`config.mk`:
```
export PLATFORM = sky130hd
export DESIGN_NAME = mi3_merge
export DESIGN_NICKNAME = d
export VERILOG_FILES = /design/src/rtl/mi3_pkg.sv /design/src/rtl/mi3_merge.sv
export SDC_FILE = /design/constraint.sdc
export NUM_CORES = 1
export LEC_CHECK = 0
export ABC_AREA = 0
export BUFFER_PORTS_ARGS = -buffer_cell sky130_fd_sc_hd__buf_2
export CORE_AREA = 2 2 336 338
export DETAILED_ROUTE_END_ITERATION = 12
export DIE_AREA = 0 0 338 340
export PLACE_DENSITY = 0.33
export SETUP_SLACK_MARGIN = 0.15
export SYNTH_ARGS = -nofsm -noshare
export SYNTH_HDL_FRONTEND = slang
export SYNTH_SLANG_ARGS = --single-unit
export TNS_END_PERCENT = 20
```
`constraint.sdc`:
```
create_clock -name vclk -period 1.3
set_clock_uncertainty 0.1 [all_clocks]
set_input_delay 0.065 -clock vclk [all_inputs]
set_output_delay 0.065 -clock vclk [all_outputs]
set_load 0.01 [all_outputs]
```
`src/rtl/mi3_pkg.sv`:
```
// Shared types and pipeline constants for the 3x3 fixed-point matrix inverse.
// No dependencies; every other file in rtl imports this package.
package mi3_pkg;

    localparam int ORDER      = 3;
    localparam int NELEM      = ORDER * ORDER;
    localparam int ELEM_W     = 32;
    localparam int COF_W      = 65;
    localparam int DET_W      = 97;
    localparam int QBITS      = 33;
    localparam int FRONT_LAT  = 5;
    localparam int LANE_LAT   = QBITS + 3;
    localparam int TOTAL_LAT  = FRONT_LAT + LANE_LAT;

    typedef logic [ELEM_W-1:0]        elem_t;
    typedef logic [NELEM-1:0][ELEM_W-1:0] mat_t;
    typedef logic signed [COF_W-1:0]  cof_t;
    typedef logic signed [DET_W-1:0]  det_t;

    typedef struct packed {
        mat_t res;
        logic singular;
        logic clipped;
    } out_t;

endpackage

```
`src/rtl/mi3_merge.sv`:
```
// Merge stage: gathers the nine lane results, ORs the clip flags, and echoes
// the input matrix when the determinant is zero. Depends on mi3_pkg.
module mi3_merge (
    input  mi3_pkg::elem_t lane_res  [mi3_pkg::NELEM],
    input  logic           lane_clip [mi3_pkg::NELEM],
    input  mi3_pkg::mat_t  mat,
    input  logic           det_zero,
    output mi3_pkg::out_t  result
);
    import mi3_pkg::*;

    logic any_clip;

    // Clip summary over all lanes.
    always_comb begin
        any_clip = 1'b0;
        for (int i = 0; i < NELEM; i++) begin
            any_clip = any_clip | lane_clip[i];
        end
    end

    // Select the echoed matrix or the computed inverse.
    always_comb begin
        for (int i = 0; i < NELEM; i++) begin
            result.res[i] = det_zero ? mat[i] : lane_res[i];
        end
        result.singular = det_zero;
        result.clipped  = any_clip & ~det_zero;
    end

endmodule

```
==> results.sh, run 1 <==
export IMPL_die_h_um=340
export IMPL_cp_cell_sequence="buf_12 -> buf_16 -> buf_4 -> mux2_4 -> buf_2"
export IMPL_dp_hpwl_mm=72.8
export IMPL_seq_cell_count=0
export IMPL_total_power_mw=4.98
export IMPL_dpl_cell_area_um2=10700
export IMPL_syn_nets=911
export IMPL_max_stage_delay_ns=0.31
export IMPL_holdWs_ns=0.327
export IMPL_rsz0062_at_grt="true"
export IMPL_critPathKind="primary input to primary output"
export IMPL_ys_seq_area_share_pct=0
export IMPL_die_x_um=338
export IMPL_grt_max_degree=23
export IMPL_hold_buffers=0
export IMPL_drcViolationCount=0
export IMPL_drt_iter0_markers=285
export IMPL_seqCellArea_um2=0
export IMPL_antenna_found_initial=64
export IMPL_min_delay_start="mat[54]"
export IMPL_synthTopCellsByCount="200 x mux2_4, 88 x mux2_2, 25 x buf_6, 7 x buf_2"
export IMPL_power_density_nw_per_um2=425
export IMPL_fmax_ghz=0.764
export IMPL_rows=123
export IMPL_yosysMostFrequentCell="mux2_4"
export IMPL_cp_slowest_cell="mux2_4"
export IMPL_critPathMaxFanout=21
export IMPL_crit_arrival_ns=1.14
export IMPL_status="finished, violations left"
export IMPL_crit_end="result[155]"
export IMPL_drv_cap=0
export IMPL_drtPass1Iterations=4
export IMPL_ant_nets=0
export IMPL_syn_avg_cell_area_um2=13.4
export IMPL_hold_class="primary input to primary output"
export IMPL_critPathLaunch="det_zero"
export IMPL_num_fill_cells=13016
export IMPL_start_util_pct=3.89
export IMPL_setup_ws_ns=-0.00942
export IMPL_cp_start_kind="primary input"
export IMPL_finalCritPeriodShare_pct=101
export IMPL_hold_viol=0
export IMPL_core_area_um2=112000
export IMPL_drive_above_1_share_pct=99.8
export IMPL_synthTopCellsByArea="mux2_4 69%, mux2_2 23%, buf_6 6.5%, buf_2 0.81%, buf_4 0.17%"
export IMPL_stdcell_area_um2=11700
export IMPL_period_minus_slack_ns=1.31
export IMPL_slew_viol_final=0
export IMPL_grt_pass1_wl_mm=88.9
export IMPL_nNetsFinal=1801
export IMPL_clock_buffers=0
export IMPL_instances_no_fill=2719
export IMPL_die_area_um2=115000
export IMPL_io_pins=876
export IMPL_dpl_cell_count=2706
export IMPL_gr_total_overflow=0
export IMPL_wl_per_cell_um=28.1
export IMPL_final_util_pct=10.5
export IMPL_gp_congestion=0.888
export IMPL_synthToLayoutAreaGrowth_pct=170
export IMPL_grt_pass1_vias=6941
export IMPL_syn_area_um2=4340
export IMPL_violations="setup timing"
export IMPL_yosys_warnings=0
export IMPL_crit_required_ns=1.13
export IMPL_grt_use_total_pct=12.4
export IMPL_worstSetupEndpointType="primary output"
export IMPL_syn_inst=325
export IMPL_relSlewSlack_pct=80.3
export IMPL_multiInputGateArea_um2=4140
export IMPL_ir_drop_mv=0.178
export IMPL_via_count=6924
export IMPL_finalSetupViolations=1
export IMPL_avgViaCountPerCell=2.55
export IMPL_ys_types=9
export IMPL_power_leakage_nw=6.13
export IMPL_yosys_area_top_type="mux2_4"
export IMPL_wl_mm=76.3
export IMPL_portBuffers=876
export IMPL_netlist_area_leader_share_pct=69.2
export IMPL_tightest_slew_ns=0.292
-- through the flow --
| stage | TNS [ns] | setup WS [ns] |
|---|---|---|
| 2_1_floorplan | 0 | 0.320 |
| 3_3_place_gp | -0.347 | -0.0484 |
| 3_5_place_dp | -0.753 | -0.0512 |
| 4_1_cts | -0.0358 | -0.0170 |
| 5_1_grt | -0.215 | -0.0187 |
| 6_report | -0.00942 | -0.00942 |
-- area by class of cell --
class / count / share of cell area, %
tap: 1500 / 16.0
multi-input combinational: 292 / 35.3
antenna: 6 / 0.128
timing repair buffer: 921 / 48.6
-- routing by layer --
metal  routed length (um)  global-route usage [%]  vias to the layer above
met3                 7290                    3.53                      110
li1                     -                       -                     3027
met5                  279                       0                        -
met2                35100                    20.8                      556
met1                33000                    16.6                     3189
met4                  665                   0.259                       42
-- timing repair --
| item | CTS | global route |
|---|---|---|
| cloned | 2 | 1 |
| buffers inserted | 4 | 0 |
| hold endpoints to repair | 0 | 0 |
| resized for setup | 219 | 4 |
| endpoints found under the setup margin | 271 | 281 |
-- cell usage in the layout (no fill, tap or decap), drive strengths merged --
| cell type | n |
|---|---|
| mux2 | 288 |
| buf | 919 |
| a31oi | 1 |
| nor4 | 1 |
| diode | 6 |
| clkbuf | 2 |
| nor3 | 1 |
| nor2 | 1 |
-- worst min path at each step --
stage                       end  slack (ns)  depth (start not counted)
global route         result[59]        0.34                          3
floorplan             result[1]        0.12                          1
finish               result[56]        0.33                          3
CTS                  result[56]        0.33                          3
global placement    result[116]        0.34                          3
detailed placement  result[101]        0.34                          3
-- power by group --
group / switching, mW / internal [mW] / total [mW]
Clock: 0 / 0.000000619 / 0.000000619
Combinational: 2.44 / 2.54 / 4.98
Sequential: 0 / 0 / 0
Total: 2.44 / 2.54 / 4.98
-- critical path: cells and delay by family --
family	cells	cell delay (ns)
multiplexers	1	0.31
buffers and inverters	4	0.69
-- cell families after synthesis --
| kind of cell | after synthesis | synth area share, % |
|---|---|---|
| mux | 288 | 92.0 |
| compound gates | 1 | 0.144 |
| simple gates | 3 | 0.346 |
| buf+inv | 33 | 7.47 |
No activity file was read; power rests on OpenSTA's default activity.
==> inputs of run 2 (changes only) <==
--- a/config.mk
+++ b/config.mk
@@ -11,7 +11,8 @@
 export DETAILED_ROUTE_END_ITERATION = 12
 export DIE_AREA = 0 0 338 340
 export PLACE_DENSITY = 0.33
-export SETUP_SLACK_MARGIN = 0.15
+export RECOVER_POWER = 25
+export SETUP_SLACK_MARGIN = 0.5
 export SYNTH_ARGS = -nofsm -noshare
 export SYNTH_HDL_FRONTEND = slang
 export SYNTH_SLANG_ARGS = --single-unit
==> results.sh, run 2 (synthesized netlist as in run 1, its figures left out) <==
export IMPL_min_delay_start="lane_res[141]"
export IMPL_power_switching_share_pct=45.6
export IMPL_stdcell_area_um2=12600
export IMPL_dp_hpwl_mm=63.6
export IMPL_critPathMaxFanout=25
export IMPL_instances_no_fill=2743
export IMPL_finalSetupViolations=19
export IMPL_start_util_pct=3.89
export IMPL_cp_start_kind="primary input"
export IMPL_critPathKind="primary input to primary output"
export IMPL_worstSetupEndpointType="primary output"
export IMPL_seqCellArea_um2=0
export IMPL_combPwrFrac_pct=100.0
export IMPL_tns_ns=-0.137
export IMPL_tightest_slew_ns=0.319
export IMPL_synthToLayoutAreaGrowth_pct=191
export IMPL_drtPass1Iterations=4
export IMPL_wl_per_cell_um=24.8
export IMPL_ir_drop_mv=0.125
export IMPL_setup_ws_ns=-0.0157
export IMPL_avgViaCountPerCell=2.54
export IMPL_crit_arrival_ns=1.15
export IMPL_gr_total_overflow=0
export IMPL_fmax_ghz=0.760
export IMPL_hold_depth=3
export IMPL_min_to="result[143]"
export IMPL_die_x_um=338
export IMPL_mostFrequentLayoutCells="687 x buf_2, 255 x mux2_4, 164 x buf_6"
export IMPL_crit_required_ns=1.13
export IMPL_p_int_mw=2.88
export IMPL_dpl_cell_count=2707
export IMPL_hold_buffers=0
export IMPL_io_pins=876
export IMPL_layout_commonest_cell="buf_2"
export IMPL_via_count=6964
export IMPL_power_leakage_nw=6.54
export IMPL_drt_iter0_markers=249
export IMPL_final_util_pct=11.3
export IMPL_num_fill_cells=12950
export IMPL_drive_above_1_share_pct=99.8
export IMPL_grt_pass1_wl_mm=80.3
export IMPL_seq_cell_count=0
export IMPL_nNetsFinal=1814
export IMPL_total_power_mw=5.29
export IMPL_antenna_found_initial=59
export IMPL_die_h_um=340
export IMPL_drv_cap=0
export IMPL_status="finished, violations left"
export IMPL_clock_buffers=0
export IMPL_portBuffers=876
export IMPL_relSlewSlack_pct=78.6
export IMPL_core_area_um2=112000
export IMPL_wl_mm=68.2
export IMPL_hold_viol=0
export IMPL_ant_nets=0
export IMPL_power_density_nw_per_um2=418
export IMPL_grt_use_total_pct=11.0
export IMPL_hold_class="primary input to primary output"
export IMPL_dpl_cell_area_um2=10700
export IMPL_finalCritPeriodShare_pct=101
export IMPL_slew_viol_final=0
export IMPL_p_sw_mw=2.41
export IMPL_gp_congestion=0.897
export IMPL_violations="setup timing"
export IMPL_die_area_um2=115000
export IMPL_p_seq_share_pct=0
export IMPL_rows=123
export IMPL_grt_max_degree=26
export IMPL_drcViolationCount=0
export IMPL_period_minus_slack_ns=1.32
export IMPL_rsz0062_at_grt="true"
export IMPL_p_clk_share_pct=0
export IMPL_grt_pass1_vias=6895
## run 2: cell count changes in the layout (fill, tap and decap cells not counted), sizes merged
cell / previous run / this run
buf: 919 / 933
diode: 6 / 17
clkbuf: 2 / 1
## run 2: worst max-delay path, stage by stage
cell	delay, ns
buf_16	0.12
buf_16	0.20
buf_8	0.18
mux2_2	0.36
buf_2	0.15
## run 2: repair_timing
| item | 4_1_cts | 5_1_grt |
|---|---|---|
| buffers inserted | 11 | 0 |
| gates resized for setup | 340 | 55 |
| gates cloned | 7 | 1 |
| endpoints found under the setup margin | 290 | 290 |
## run 2: how the worst max path moves through the flow
stage                         from          end  slack (ns)  depth (start not counted)
after CTS                 det_zero   result[33]       -0.05                          6
final                     det_zero  result[289]       -0.02                          5
after floorplan           det_zero  result[100]        0.35                          4
after global placement    det_zero    result[4]       -0.12                          5
after global routing      det_zero   result[55]       -0.05                          5
after detailed placement  det_zero   result[47]       -0.16                          5
## run 2: power by group through the flow
stage	logic, mW	clock network [mW]	registers (mW)
floorplan	1.84	0	0
global placement	4.53	0	0
detailed placement	4.50	0	0
CTS	5.35	0	0
global route	5.59	0.000000548	0
finish	5.29	0.00000148	0
## run 2: area by class of cell
cell class | count | area [um^2] | share of cell area (%)
Antenna cell | 17 | 42.5 | 0.337
Multi-Input combinational cell | 292 | 4250 | 33.6
Tap cell | 1500 | 1880 | 14.8
Timing Repair Buffer | 934 | 6470 | 51.2
## run 2: routing by layer
layer	global-route usage (%)	vias to the layer above	share of wire (%)
li1	-	3075	-
met1	15.0	3275	44
met2	17.3	502	44
met3	3.85	68	11
met4	0.472	44	0.61
met5	0	-	0.39
## run 2: through the flow
| step | setup slack, ns | hold WS (ns) |
|---|---|---|
| global route | -0.0537 | 0.331 |
| CTS | -0.0466 | 0.327 |
| global placement | -0.122 | 0.338 |
| finish | -0.0157 | 0.327 |
| detailed placement | -0.158 | 0.339 |
| floorplan | 0.346 | 0.122 |
